===== src/rtl/rvn_pkg.sv =====
`timescale 1ns / 1ps
`default_nettype none
package rvn_pkg;

  typedef enum logic [1:0] {
    NORM_SUM    = 2'd0,
    NORM_EUCLID = 2'd1,
    NORM_MAX    = 2'd2
  } norm_mode_e;

  typedef enum logic {
    CFG_NORM_MODE     = 1'b0,
    CFG_SOURCE_SELECT = 1'b1
  } cfg_reg_e;

  typedef enum logic [1:0] {
    BK_RUN,
    BK_FINISH,
    BK_SQRT
  } back_state_e;

  typedef struct packed {
    logic clamped;
    logic last;
  } elem_flags_t;

  localparam int unsigned CFG_INDEX_W = 1;
  localparam int unsigned CFG_DATA_W  = 2;
  localparam int unsigned IN_W        = 32;
  localparam int unsigned NORM_W      = 48;
  localparam int unsigned SUM_W       = 64;
  localparam int unsigned ACC_W       = SUM_W + 1;
  localparam int unsigned ROOT_W      = SUM_W / 2;
  localparam int unsigned QUEUE_DEPTH = 4;
  localparam int unsigned QUEUE_AW    = $clog2(QUEUE_DEPTH);

  localparam logic [NORM_W-1:0] NORM_MAX48 = '1;

  localparam norm_mode_e NORM_MODE_RESET = NORM_EUCLID;

endpackage
`default_nettype wire


===== src/rtl/rvn_front.sv =====
`timescale 1ns / 1ps
`default_nettype none
module rvn_front import rvn_pkg::*; #(
  parameter int unsigned DATA_WIDTH = 32
) (
  input  wire logic [IN_W-1:0]       rhs_value_i,
  input  wire logic [IN_W-1:0]       product_value_i,
  input  wire logic                  last_element_i,
  input  wire logic                  source_select_i,
  output logic      [DATA_WIDTH-1:0] mag_o,
  output elem_flags_t                flags_o
);

  localparam logic [DATA_WIDTH-1:0] ElemHi = {1'b0, {(DATA_WIDTH-1){1'b1}}};
  localparam logic [DATA_WIDTH-1:0] ElemLo = {1'b1, {(DATA_WIDTH-1){1'b0}}};

  logic [DATA_WIDTH:0]   rhs_ext;
  logic [DATA_WIDTH:0]   prod_ext;
  logic [DATA_WIDTH:0]   diff;
  logic [DATA_WIDTH-1:0] elem;
  logic                  clamped;

  assign rhs_ext  = {rhs_value_i[DATA_WIDTH-1], rhs_value_i[DATA_WIDTH-1:0]};
  assign prod_ext = {product_value_i[DATA_WIDTH-1], product_value_i[DATA_WIDTH-1:0]};
  assign diff     = rhs_ext - prod_ext;

  // The residual is clamped to the signed element range when it overflows.
  always_comb begin
    elem    = rhs_value_i[DATA_WIDTH-1:0];
    clamped = 1'b0;
    if (!source_select_i) begin
      elem = diff[DATA_WIDTH-1:0];
      if (diff[DATA_WIDTH] != diff[DATA_WIDTH-1]) begin
        clamped = 1'b1;
        elem    = diff[DATA_WIDTH] ? ElemLo : ElemHi;
      end
    end
  end

  assign mag_o           = elem[DATA_WIDTH-1] ? ({DATA_WIDTH{1'b0}} - elem) : elem;
  assign flags_o.clamped = clamped;
  assign flags_o.last    = last_element_i;

endmodule
`default_nettype wire


===== src/rtl/rvn_queue.sv =====
`timescale 1ns / 1ps
`default_nettype none
module rvn_queue import rvn_pkg::*; #(
  parameter int unsigned WIDTH = 34
) (
  input  wire logic             clk_i,
  input  wire logic             rst_ni,
  input  wire logic             push_i,
  input  wire logic [WIDTH-1:0] data_i,
  output logic                  full_o,
  input  wire logic             pop_i,
  output logic      [WIDTH-1:0] data_o,
  output logic                  empty_o
);

  logic [WIDTH-1:0]    mem_q [QUEUE_DEPTH];
  logic [QUEUE_AW-1:0] wr_ptr_q, wr_ptr_d;
  logic [QUEUE_AW-1:0] rd_ptr_q, rd_ptr_d;
  logic [QUEUE_AW:0]   count_q, count_d;

  assign full_o  = (count_q == (QUEUE_AW + 1)'(QUEUE_DEPTH));
  assign empty_o = (count_q == '0);
  assign data_o  = mem_q[rd_ptr_q];

  always_comb begin
    wr_ptr_d = push_i ? wr_ptr_q + 1'b1 : wr_ptr_q;
    rd_ptr_d = pop_i ? rd_ptr_q + 1'b1 : rd_ptr_q;
    count_d  = count_q;
    if (push_i && !pop_i) begin
      count_d = count_q + 1'b1;
    end else if (pop_i && !push_i) begin
      count_d = count_q - 1'b1;
    end
  end

  always_ff @(posedge clk_i or negedge rst_ni) begin
    if (!rst_ni) begin
      wr_ptr_q <= '0;
      rd_ptr_q <= '0;
      count_q  <= '0;
    end else begin
      wr_ptr_q <= wr_ptr_d;
      rd_ptr_q <= rd_ptr_d;
      count_q  <= count_d;
    end
  end

  always_ff @(posedge clk_i) begin
    if (push_i) begin
      mem_q[wr_ptr_q] <= data_i;
    end
  end

endmodule
`default_nettype wire


===== src/rtl/rvn_sqrt.sv =====
`timescale 1ns / 1ps
`default_nettype none
module rvn_sqrt import rvn_pkg::*; (
  input  wire logic              clk_i,
  input  wire logic              rst_ni,
  input  wire logic              start_i,
  input  wire logic [SUM_W-1:0]  radicand_i,
  output logic                   done_o,
  output logic      [ROOT_W-1:0] root_o
);

  localparam int unsigned RemW = ROOT_W + 2;
  localparam int unsigned CntW = $clog2(ROOT_W);

  logic              busy_q;
  logic              done_q;
  logic [CntW-1:0]   cnt_q;
  logic [SUM_W-1:0]  rad_q;
  logic [ROOT_W-1:0] root_q;
  logic [RemW-1:0]   rem_q;
  logic [RemW-1:0]   rem_sh;
  logic [RemW-1:0]   trial;
  logic              ge;

  // One result bit per cycle: bring down two radicand bits and try the next digit.
  assign rem_sh = {rem_q[RemW-3:0], rad_q[SUM_W-1 -: 2]};
  assign trial  = {root_q, 2'b01};
  assign ge     = (rem_sh >= trial);

  always_ff @(posedge clk_i or negedge rst_ni) begin
    if (!rst_ni) begin
      busy_q <= 1'b0;
      done_q <= 1'b0;
      cnt_q  <= '0;
    end else if (start_i) begin
      busy_q <= 1'b1;
      done_q <= 1'b0;
      cnt_q  <= '0;
    end else if (busy_q) begin
      cnt_q <= cnt_q + 1'b1;
      if (cnt_q == CntW'(ROOT_W - 1)) begin
        busy_q <= 1'b0;
        done_q <= 1'b1;
      end
    end
  end

  always_ff @(posedge clk_i) begin
    if (start_i) begin
      rad_q  <= radicand_i;
      root_q <= '0;
      rem_q  <= '0;
    end else if (busy_q) begin
      rad_q  <= {rad_q[SUM_W-3:0], 2'b00};
      root_q <= {root_q[ROOT_W-2:0], ge};
      rem_q  <= ge ? (rem_sh - trial) : rem_sh;
    end
  end

  assign done_o = done_q;
  assign root_o = root_q;

endmodule
`default_nettype wire


===== src/rtl/rvn_back.sv =====
`timescale 1ns / 1ps
`default_nettype none
module rvn_back import rvn_pkg::*; #(
  parameter int unsigned DATA_WIDTH = 32
) (
  input  wire logic                  clk_i,
  input  wire logic                  rst_ni,
  input  wire logic                  q_empty_i,
  input  wire logic [DATA_WIDTH-1:0] q_mag_i,
  input  elem_flags_t                q_flags_i,
  output logic                       pop_o,
  input  norm_mode_e                 norm_mode_i,
  output logic                       out_valid_o,
  output logic      [NORM_W-1:0]     out_norm_o,
  output logic                       out_sat_o,
  input  wire logic                  out_ready_i
);

  back_state_e state_q, state_d;

  logic                    mv_q;
  logic [DATA_WIDTH-1:0]   m_mag_q;
  logic [2*DATA_WIDTH-1:0] m_sq_q;
  elem_flags_t             m_flags_q;

  logic [SUM_W-1:0]  sum_q;
  logic              ovf_q;
  logic [SUM_W-1:0]  acc_sum;
  logic              acc_ovf;
  logic [ACC_W-1:0]  sum_mag_ext;
  logic [ACC_W-1:0]  sum_sq_ext;
  logic              fin_sat;
  logic [NORM_W-1:0] fin_norm;

  logic              out_valid_q;
  logic [NORM_W-1:0] out_norm_q;
  logic              out_sat_q;
  logic              out_free;

  logic              take_m;
  logic              sqrt_start;
  logic              sqrt_done;
  logic [ROOT_W-1:0] sqrt_root;
  logic              load_out;
  logic [NORM_W-1:0] load_norm;
  logic              load_sat;

  rvn_sqrt u_sqrt (
    .clk_i      (clk_i),
    .rst_ni     (rst_ni),
    .start_i    (sqrt_start),
    .radicand_i (sum_q),
    .done_o     (sqrt_done),
    .root_o     (sqrt_root)
  );

  assign out_free = !out_valid_q || out_ready_i;
  assign take_m   = mv_q && (state_q == BK_RUN);
  assign pop_o    = !q_empty_i && (!mv_q || take_m);

  always_ff @(posedge clk_i or negedge rst_ni) begin
    if (!rst_ni) begin
      mv_q <= 1'b0;
    end else if (pop_o) begin
      mv_q <= 1'b1;
    end else if (take_m) begin
      mv_q <= 1'b0;
    end
  end

  always_ff @(posedge clk_i) begin
    if (pop_o) begin
      m_mag_q   <= q_mag_i;
      m_sq_q    <= q_mag_i * q_mag_i;
      m_flags_q <= q_flags_i;
    end
  end

  assign sum_mag_ext = {1'b0, sum_q} + ACC_W'(m_mag_q);
  assign sum_sq_ext  = {1'b0, sum_q} + ACC_W'(m_sq_q);

  always_comb begin
    acc_sum = sum_q;
    acc_ovf = ovf_q | m_flags_q.clamped;
    case (norm_mode_i)
      NORM_SUM: begin
        if (sum_mag_ext > ACC_W'(NORM_MAX48)) begin
          acc_sum = SUM_W'(NORM_MAX48);
          acc_ovf = 1'b1;
        end else begin
          acc_sum = sum_mag_ext[SUM_W-1:0];
        end
      end
      NORM_EUCLID: begin
        if (sum_sq_ext[SUM_W]) begin
          acc_sum = '1;
          acc_ovf = 1'b1;
        end else begin
          acc_sum = sum_sq_ext[SUM_W-1:0];
        end
      end
      default: begin
        if (SUM_W'(m_mag_q) > sum_q) begin
          acc_sum = SUM_W'(m_mag_q);
        end
      end
    endcase
  end

  assign fin_sat  = (sum_q > SUM_W'(NORM_MAX48));
  assign fin_norm = fin_sat ? NORM_MAX48 : sum_q[NORM_W-1:0];

  always_comb begin
    state_d = state_q;
    case (state_q)
      BK_RUN: begin
        if (mv_q && m_flags_q.last) begin
          state_d = BK_FINISH;
        end
      end
      BK_FINISH: begin
        if (norm_mode_i == NORM_EUCLID) begin
          state_d = BK_SQRT;
        end else if (out_free) begin
          state_d = BK_RUN;
        end
      end
      BK_SQRT: begin
        if (sqrt_done && out_free) begin
          state_d = BK_RUN;
        end
      end
      default: state_d = BK_RUN;
    endcase
  end

  always_comb begin
    sqrt_start = 1'b0;
    load_out   = 1'b0;
    load_norm  = fin_norm;
    load_sat   = ovf_q | fin_sat;
    case (state_q)
      BK_FINISH: begin
        sqrt_start = (norm_mode_i == NORM_EUCLID);
        load_out   = (norm_mode_i != NORM_EUCLID) && out_free;
      end
      BK_SQRT: begin
        load_out  = sqrt_done && out_free;
        load_norm = NORM_W'(sqrt_root);
        load_sat  = ovf_q;
      end
      default: ;
    endcase
  end

  always_ff @(posedge clk_i or negedge rst_ni) begin
    if (!rst_ni) begin
      state_q     <= BK_RUN;
      sum_q       <= '0;
      ovf_q       <= 1'b0;
      out_valid_q <= 1'b0;
    end else begin
      state_q <= state_d;
      if (load_out) begin
        sum_q <= '0;
        ovf_q <= 1'b0;
      end else if (take_m) begin
        sum_q <= acc_sum;
        ovf_q <= acc_ovf;
      end
      if (load_out) begin
        out_valid_q <= 1'b1;
      end else if (out_ready_i) begin
        out_valid_q <= 1'b0;
      end
    end
  end

  always_ff @(posedge clk_i) begin
    if (load_out) begin
      out_norm_q <= load_norm;
      out_sat_q  <= load_sat;
    end
  end

  assign out_valid_o = out_valid_q;
  assign out_norm_o  = out_norm_q;
  assign out_sat_o   = out_sat_q;

endmodule
`default_nettype wire


===== src/rtl/residual_vector_norm_top.sv =====
// Residual vector norm over a stream of Q16.16 elements.
// The slave stream carries one element per request: tdata holds the right-hand
// side value in bits 31:0 and the matrix-product value in bits 63:32, and tlast
// marks the final element of a vector. The master stream carries one request
// per vector: tdata holds the 48-bit norm and tuser the saturation flag.
// The configuration channel writes the norm mode (index 0) and the source
// select (index 1); it is always ready, and the user must write it only while
// the block idles, which the block itself does not enforce. Elements enter a
// four-entry queue at one per cycle while it has room and the back end consumes
// one per cycle while it runs. For the 1-norm and the maximum the accumulated
// sum goes to the output register; for the 2-norm the bit-serial square root
// runs first, one result bit per cycle. During that time the queue fills and
// the input stalls. Reset clears the queue, the accumulator and the output
// valid flag and sets the Euclidean mode with the residual as source. When the
// receiver stalls, the result is held in the output register and the back end
// waits with the next finished vector; the queue then fills and tready falls.
`timescale 1ns / 1ps
`default_nettype none
module residual_vector_norm_top import rvn_pkg::*; #(
  parameter int unsigned DATA_WIDTH = 32
) (
  input  wire logic                   clk_i,
  input  wire logic                   rst_ni,
  input  wire logic                   s_axis_tvalid,
  output logic                        s_axis_tready,
  // rhs_value [31:0], product_value [63:32]
  input  wire logic [2*IN_W-1:0]      s_axis_tdata,
  input  wire logic                   s_axis_tlast,
  output logic                        m_axis_tvalid,
  input  wire logic                   m_axis_tready,
  // norm_value [47:0]
  output logic      [NORM_W-1:0]      m_axis_tdata,
  // saturated [0]
  output logic                        m_axis_tuser,
  input  wire logic                   cfg_valid_i,
  output logic                        cfg_ready_o,
  input  wire logic [CFG_INDEX_W-1:0] cfg_index_i,
  input  wire logic [CFG_DATA_W-1:0]  cfg_data_i
);

  localparam int unsigned QueueW = DATA_WIDTH + $bits(elem_flags_t);

  norm_mode_e norm_mode_q;
  logic       source_select_q;

  logic [DATA_WIDTH-1:0] f_mag;
  elem_flags_t           f_flags;
  logic                  q_push;
  logic                  q_full;
  logic                  q_pop;
  logic                  q_empty;
  logic [QueueW-1:0]     q_data;
  logic [DATA_WIDTH-1:0] q_mag;
  elem_flags_t           q_flags;

  assign cfg_ready_o = 1'b1;

  always_ff @(posedge clk_i or negedge rst_ni) begin
    if (!rst_ni) begin
      norm_mode_q     <= NORM_MODE_RESET;
      source_select_q <= 1'b0;
    end else if (cfg_valid_i) begin
      case (cfg_index_i)
        CFG_NORM_MODE:     norm_mode_q     <= norm_mode_e'(cfg_data_i);
        CFG_SOURCE_SELECT: source_select_q <= cfg_data_i[0];
        default: ;
      endcase
    end
  end

  rvn_front #(
    .DATA_WIDTH (DATA_WIDTH)
  ) u_front (
    .rhs_value_i     (s_axis_tdata[IN_W-1:0]),
    .product_value_i (s_axis_tdata[2*IN_W-1:IN_W]),
    .last_element_i  (s_axis_tlast),
    .source_select_i (source_select_q),
    .mag_o           (f_mag),
    .flags_o         (f_flags)
  );

  assign s_axis_tready = !q_full;
  assign q_push        = s_axis_tvalid && !q_full;

  rvn_queue #(
    .WIDTH (QueueW)
  ) u_queue (
    .clk_i   (clk_i),
    .rst_ni  (rst_ni),
    .push_i  (q_push),
    .data_i  ({f_flags, f_mag}),
    .full_o  (q_full),
    .pop_i   (q_pop),
    .data_o  (q_data),
    .empty_o (q_empty)
  );

  assign q_mag   = q_data[DATA_WIDTH-1:0];
  assign q_flags = elem_flags_t'(q_data[QueueW-1:DATA_WIDTH]);

  rvn_back #(
    .DATA_WIDTH (DATA_WIDTH)
  ) u_back (
    .clk_i       (clk_i),
    .rst_ni      (rst_ni),
    .q_empty_i   (q_empty),
    .q_mag_i     (q_mag),
    .q_flags_i   (q_flags),
    .pop_o       (q_pop),
    .norm_mode_i (norm_mode_q),
    .out_valid_o (m_axis_tvalid),
    .out_norm_o  (m_axis_tdata),
    .out_sat_o   (m_axis_tuser),
    .out_ready_i (m_axis_tready)
  );

endmodule
`default_nettype wire


===== config.mk =====
export PLATFORM = sky130hd
export DESIGN_NAME = residual_vector_norm_top
export DESIGN_NICKNAME = d
export VERILOG_FILES = /design/src/rtl/rvn_pkg.sv /design/src/rtl/rvn_front.sv /design/src/rtl/rvn_queue.sv /design/src/rtl/rvn_sqrt.sv /design/src/rtl/rvn_back.sv /design/src/rtl/residual_vector_norm_top.sv
export SDC_FILE = /design/constraint.sdc
export NUM_CORES = 2
export LEC_CHECK = 0
export BUFFER_PORTS_ARGS = -buffer_cell sky130_fd_sc_hd__buf_2
export CAP_MARGIN = 20
export CORE_MARGIN = 4
export CORE_UTILIZATION = 38
export CTS_CLUSTER_DIAMETER = 100
export CTS_CLUSTER_SIZE = 28
export DETAILED_ROUTE_END_ITERATION = 16
export GPL_TIMING_DRIVEN = 0
export MAX_ROUTING_LAYER = met4
export PLACE_DENSITY = 0.51
export SLEW_MARGIN = 40
export SYNTH_ARGS = -nofsm -noshare
export SYNTH_HDL_FRONTEND = slang
export SYNTH_HIERARCHICAL = 1
export SYNTH_SLANG_ARGS = --single-unit

===== constraint.sdc =====
create_clock -name clk_i -period 23 [get_ports clk_i]
set_input_delay 4.6 -clock clk_i [delete_from_list [all_inputs] [get_ports clk_i]]
set_output_delay 4.6 -clock clk_i [all_outputs]
set_load 0.02 [all_outputs]

==> Word-level counts from Yosys, hierarchy flattened <==
Memories as Yosys holds them, arrays and structs flattened.
Cells that the tools add are included.
{ "totals": {"reg_bits": 361, "n_memories": 1, "mem_bits_rw": 136, "inputBits": 73} }
{ "memory_table": {"columns": ["name", "depth", "width", "read_ports", "rd_ports_with_merged_regs", "wr", "line_no", "rtl"], "rows": [
  ["u_queue.mem_q", 4, 34, 1, 0, 1, "rvn_queue.sv:16", "logic [WIDTH-1:0] mem_q [QUEUE_DEPTH];"]
]} }
{ "classes": {"order_cmp": 4, "mux": 46, "eq_ne": 10, "bitwise": 3, "multipliers": 1, "addsub": 10, "n_reduce_logical": 31} }
{ "ops": {"columns": ["op", "n"], "rows": [
  ["64-bit 2-to-1 mux", 7],
  ["32-bit 2-to-1 mux", 6],
  ["64-bit one-hot mux with 2 select lines", 1],
  ["64-bit by 32-bit adder with 65-bit output", 1],
  ["64-bit by 64-bit adder with 65-bit output", 1],
  ["65-bit by 48-bit > comparator with 1-bit output, second input constant", 1],
  ["32-bit by 64-bit > comparator with 1-bit output", 1],
  ["64-bit by 48-bit > comparator with 1-bit output, second input constant", 1],
  ["32-bit by 32-bit multiplier with 64-bit output", 1],
  ["48-bit 2-to-1 mux", 1],
  ["34-bit >= comparator", 1],
  ["32-bit by 32-bit subtractor with 33-bit output", 1],
  ["1-bit by 32-bit subtractor with 32-bit output, first input constant", 1],
  ["32-bit subtractor", 1],
  ["1-bit 2-to-1 mux", 20],
  ["2-bit nonzero test", 6],
  ["5-bit 2-to-1 mux", 2],
  ["1-bit logical AND", 8],
  ["2-bit 2-to-1 mux", 4],
  ["2-bit AND reduction", 4],
  ["1-bit zero test", 6],
  ["3-bit 2-to-1 mux", 2],
  ["2-bit one-hot mux with 3 select lines", 1],
  ["5-bit by 1-bit adder with 5-bit output, second input constant", 1],
  ["19 further kinds", 26]
]} }

==> Longest topological paths before layout <==
{ "depth": {"depth_word": 7, "depth_mapped": 36, "depth_no_buf": 31} }

==> Cells and area by module <==
The synthesis kept the hierarchy.
{ "modules_own_cells": {"columns": ["module", "area_per_inst_um2", "instances", "cells_per_inst", "seq_area_each_um2"], "rows": [
  ["rvn_back", 45865.2, 1, 5098, 6080.8],
  ["rvn_sqrt", 7617.3, 1, 766, 3378.2],
  ["rvn_queue", 5353.9, 1, 212, 4259.1],
  ["rvn_front", 3827.4, 1, 605, 0.0],
  ["residual_vector_norm_top", 152.6, 1, 12, 76.3]
]} }

==> Worst setup path after synthesis <==
Ideal clock, no wire load.
{ "synth_timing": {"path_type": "reg-to-reg", "startpoint": "register u_queue.rd_ptr_q[0]", "endpoint": "register u_back.m_sq_q[62] (data pin)", "period_less_slack_ns": 9.041, "path_slack_ns": 13.959, "stages_incl_launch_ff": 32, "setup_ns": 0.264, "n_path_buf": 5, "t_arrival_ns": 8.777, "t_required_ns": 22.736, "cell_sequence": "dfrtp_1 -> buf_6 -> buf_12 -> mux4_2 -> clkbuf_1 -> clkbuf_1 -> and2_1 -> fa_1 -> fa_1 -> fa_1 -> inv_1 -> fa_1 -> inv_1 -> fa_1 -> fa_1 -> fa_1 -> inv_1 -> fa_1 -> inv_1 -> ha_1 -> clkbuf_1 -> a21o_1 -> a21o_1 -> a211oi_1 -> nor3b_1 -> a21o_1 -> a31o_2 -> o31ai_1 -> o41ai_1 -> or2_2 -> a221oi_1 -> xnor2_1"} }
{ "synth_between": {"elab_chain_len": 2} }
{ "synth_rtl": {"columns": ["item", "line_no", "rtl"], "rows": [
  ["start: declaration", "rvn_queue.sv:18", "logic [QUEUE_AW-1:0] rd_ptr_q, rd_ptr_d;"],
  ["start signal: assignment", "rvn_queue.sv:43", "rd_ptr_q <= rd_ptr_d;"],
  ["memory 4 x 34 bit", null, null],
  ["named net q_data[5]", "residual_vector_norm_top.sv:52", "logic [QueueW-1:0] q_data;"],
  ["32-bit by 32-bit multiplier with 64-bit output", "rvn_back.sv:74", "m_sq_q <= q_mag_i * q_mag_i;"],
  ["end signal: assignment", "rvn_back.sv:74", null],
  ["end: declaration", "rvn_back.sv:23", "logic [2*DATA_WIDTH-1:0] m_sq_q;"]
]} }
The timed path passes the listed nets, and every way through them passes these cells.
A chain may end at the register's enable or synchronous reset.

==> Worst setup path after layout <==
{ "layout_timing": {"startpoint": "register u_queue.rd_ptr_q[1]", "endpoint": "register u_back.m_sq_q[62] (data pin)"} }
The elaborated chain is that of the path after synthesis.

==> key figures <==
Setup path
  – End point of the critical path: u_back/m_sq_q[62]$_DFFE_PP_
  – Data required time at the worst endpoint: 23,400 ps
  – Most used cell along the critical path: sky130_fd_sc_hd__fa_1
  – Critical path data arrival time: 11,630 ps
  – Slowest cell on the critical path: sky130_fd_sc_hd__mux4_2
  – Nature of the critical path startpoint: register
  – Worst path depth: 31
  – Family of cells with the greatest summed delay on the critical path: adder cells
  – Setup crit end kind: register
  – WS Path Type: register to register
  – Startpoint of the most critical setup path: u_queue/rd_ptr_q[1]$_DFFE_PN0P_
  – Maximum fanout encountered on the critical timing path: 11
  – Reg-to-Reg Start: u_queue/rd_ptr_q[1]$_DFFE_PN0P_
  – Biggest cell delay along the critical path: 720 ps
  – Reg-to-reg endpoint: u_back/m_sq_q[62]$_DFFE_PP_
  – R2r setup slk: 11,770 ps
  – Reg2reg path depth: 31
  – Worst Path Buf+Inv: 9

Synthesis
  – Number of distinct library cells after synthesis: 111
  – Number of nets in the synthesized netlist: 8,073
  – Count of synthesis-stage warnings from yosys: 6
  – Top cells by area in the synthesized netlist: sky130_fd_sc_hd__fa_1, sky130_fd_sc_hd__edfxtp_1, sky130_fd_sc_hd__ha_1
  – Synth Cell Area: 0.0628 mm²
  – Post-Synthesis Cells: 6,693
  – EDFF count, synth: 345
  – Dominant cell type by area after synthesis: sky130_fd_sc_hd__fa_1
  – Total of flip-flops plus latches after synthesis: 495
  – Most common flop cell mapped by yosys: sky130_fd_sc_hd__edfxtp_1
  – Async set or reset register ratio after synthesis: 0.174
  – Post-synthesis sequential area ratio: 0.220
  – Share of the synthesized area in the top cell type: 0.257
  – Post-synthesis area per instance: 9.39 µm²

STA
  – Final setup slack of the worst path: 11,770 ps
  – Final worst path period need: 11,230 ps
  – Maximum operating frequency: 0.0890 GHz
  – Actual slew at the worst max-slew pin: 950 ps
  – Hold Violations, Final: 0
  – Maximum clock skew at final layout: 34.2 ps
  – Ratio of final minimum period to clock period: 0.488
  – Setup Total Neg Slack: 0 ps
  – Max-slew headroom: 0.367
  – Number of max-slew violations in the final report: 0
  – Unrepaired setup endpoints after global routing: false
  – Endpoints failing setup: 0

Routing
  – Number of search-and-repair iterations in the first detailed-routing pass: 6
  – Number of design-rule violations left by the first detailed-router iteration: 3,818
  – Avg Vias per Cell: 5.40
  – Total Routed Length: 222 mm
  – DR DRC count: 0
  – Number of nets with antenna violations after detailed routing: 0
  – WL per Instance: 24.5 µm
  – Via count of the routed design: 49,000

Place
  – Final weighted congestion of routability-driven global placement: 0.975
  – Post-DP Area: 0.0666 mm²
  – Placed wire-length estimate: 182 mm
  – Worst slack at placement: 11,660 ps
  – Placed cell count: 9,005
  – Port-buffer cells: 122

Clock tree
  – Number of H-tree levels: 1
  – TritonCTS Sinks: 495
  – Clock tree from TritonCTS: done
  – Quantity of hold-fixing buffers added after cts: 0
  – PostCTS Resize Cnt: 0
  – Post-CTS setup repair buffer count: 0
  – Clock transition time at the flip-flop clock pins of the worst setup and hold paths: 110 ps
  – TritonCTS Buffers: 28
  – Cell at the root of the clock tree: sky130_fd_sc_hd__clkbuf_16
  – Number of buffers on the longest clock path: 3
  – Insertion delay to the later sink of the worst-skew pair: 670 ps

Global route
  – All-layer global routing usage: 0.263
  – Global-route wire length before repair: 331 mm
  – Met3 Resource Use GR: 0.0423
  – Vias in the first global route: 50,400
  – Number of antenna violations at the first check in global routing: 21
  – GR Overflow Total: 0
  – Met2 demand-to-capacity share in global routing: 0.426
  – GR peak layer: met2
  – M1 GR Usage: 0.341
  – Largest net degree at the start of global routing: 67

Floorplan
  – Starting utilization of the core area: 0.384
  – Area of the die: 0.172 mm²
  – Top Ports: 125
  – Chip width: 415 µm
  – Placeable core region: 0.164 mm²
  – Floorplan die height: 415 µm
  – Std cell rows: 148

Hold path
  – Worst hold path type: register to register

Layout
  – Number of nets in the final layout: 8,241
  – Synthesis-to-finish area growth: 7.68%
  – Post-route cell area: 0.0676 mm²
  – Share of cells above drive strength 1: 0.0718
  – Final standard cell count with taps included and fillers excluded: 9,069

Run
  – Maximum capacitance violations: 0

Status
  – Status: complete, no violations
[cell usage after synthesis (all sizes together) (22+ instances only)]
library cell,count
xnor2,170
o21ai,287
fa,805
nand2,492
a21oi,310
nor3,94
a31oi,47
o211ai,35
a211oi,51
nand2b,58
nand3,118
o21a,29
edfxtp,345
nor2b,57
a311oi,30
nand4,67
o31ai,30
dfxtp,64
clkbuf,259
or2,22
nor2,398
a21o,106
and2,290
dfrtp,85
mux4,34
inv,1243
ha,502
and3,36
mux2,69
o21bai,33
mux2i,43
xor2,106
buf,53
nor4,26
[cell families after synthesis]
logic type | after synthesis | share of synthesized area
simple gates | 1735 | 0.136
buf+inv | 1562 | 0.0955
fa+ha+maj | 1308 | 0.357
compound gates | 1170 | 0.122
flops | 495 | 0.220
xor+xnor | 276 | 0.0385
mux | 146 | 0.0318
other cells | 1 | 0.0000597
[metrics by stage]
step | hold slack (ps) | util
floorplan | 448 | -
global placement | 486 | 0.405
detailed placement | 496 | 0.407
CTS | 516 | 0.413
global route | 534 | 0.414
finish | 515 | 0.414
[cells in the final DEF (no fill, tap or decap), types with 30 or more instances in the layout]
master	n
sky130_fd_sc_hd__a211oi_1	46
sky130_fd_sc_hd__a21o_1	106
sky130_fd_sc_hd__a21oi_1	304
sky130_fd_sc_hd__a31oi_1	46
sky130_fd_sc_hd__and2_1	286
sky130_fd_sc_hd__and3_1	36
sky130_fd_sc_hd__buf_2	151
sky130_fd_sc_hd__clkbuf_1	199
sky130_fd_sc_hd__clkbuf_2	65
sky130_fd_sc_hd__dfrtp_1	85
sky130_fd_sc_hd__dfxtp_1	64
sky130_fd_sc_hd__edfxtp_1	345
sky130_fd_sc_hd__fa_1	805
sky130_fd_sc_hd__ha_1	502
sky130_fd_sc_hd__inv_1	1240
sky130_fd_sc_hd__mux2_2	68
sky130_fd_sc_hd__mux2i_1	43
sky130_fd_sc_hd__nand2_1	489
sky130_fd_sc_hd__nand2b_1	58
sky130_fd_sc_hd__nand3_1	116
sky130_fd_sc_hd__nand4_1	67
sky130_fd_sc_hd__nor2_1	395
sky130_fd_sc_hd__nor2b_1	56
sky130_fd_sc_hd__nor3_1	92
sky130_fd_sc_hd__o211ai_1	35
sky130_fd_sc_hd__o21ai_0	274
sky130_fd_sc_hd__o21bai_1	33
sky130_fd_sc_hd__o31ai_1	30
sky130_fd_sc_hd__xnor2_1	170
sky130_fd_sc_hd__xor2_1	106
[sequential cells by signal (all words and copies together), names as in the netlist, 2 cells and up]
name and count:
u_back/u_sqrt/root_o 32, u_queue/wr_ptr_q 2, u_back/out_norm_o 48, u_back/sum_q 64
u_queue/count_q 3, u_back/state_q 2, u_back/m_flags_q 2, u_back/u_sqrt/cnt_q 5
u_queue/rd_ptr_q 2, norm_mode_q 2, u_back/m_mag_q 32, u_back/u_sqrt/rem_q 32
u_back/u_sqrt/rad_q 64, u_back/m_sq_q 62, u_queue/mem_q 136
[final cells by class]
type	count	area (µm²)
sequential	495	13800
clock buffer	34	744
timing repair buffer	138	905
fill	16300	95900
inverter	1250	4700
clock inverter	18	264
buffer	312	1390
multi-input combinational	4636	43100
tap	2175	2720
antenna	11	27.5
[how the worst min path moves through the flow]
stage / to / slack, ps / cells after the start / start
finish: u_queue/count_q[2]$_DFFE_PN0P_ / 520 / 1 / u_queue/count_q[2]$_DFFE_PN0P_
global route: u_back/u_sqrt/rem_q[16]$_SDFFE_PP0P_ / 530 / 2 / u_back/u_sqrt/rem_q[16]$_SDFFE_PP0P_
CTS: u_back/u_sqrt/rem_q[29]$_SDFFE_PP0P_ / 520 / 2 / u_back/u_sqrt/rem_q[29]$_SDFFE_PP0P_
detailed placement: u_back/u_sqrt/rem_q[29]$_SDFFE_PP0P_ / 500 / 2 / u_back/u_sqrt/rem_q[29]$_SDFFE_PP0P_
global placement: u_queue/count_q[2]$_DFFE_PN0P_ / 490 / 1 / u_queue/count_q[2]$_DFFE_PN0P_
floorplan: u_back/ovf_q$_DFFE_PN0P_ / 450 / 2 / u_back/m_flags_q[1]$_DFFE_PP_
[routing by layer]
layer	wire length [µm]	up-vias
li1	-	22400
met1	94200	24700
met2	105000	1649
met3	14900	286
met4	7510	0
met5	0	-
[worst register-to-register path, delay by kind of cell, from the launching register on]
| kind | cells | cell delay [ps] |
|---|---|---|
| AO/OA/AOI/OAI | 8 | 2530 |
| AND/OR/NAND/NOR | 3 | 720 |
| adder cells (fa/ha/maj) | 9 | 4440 |
| XOR/XNOR | 1 | 120 |
| multiplexers | 1 | 720 |
| buffers and inverters | 9 | 2120 |
| flip-flops | 1 | 320 |
Power is left out: the tool's default activity adds up to more than one toggle a clock period on the data nets, which glitch-free logic cannot reach.
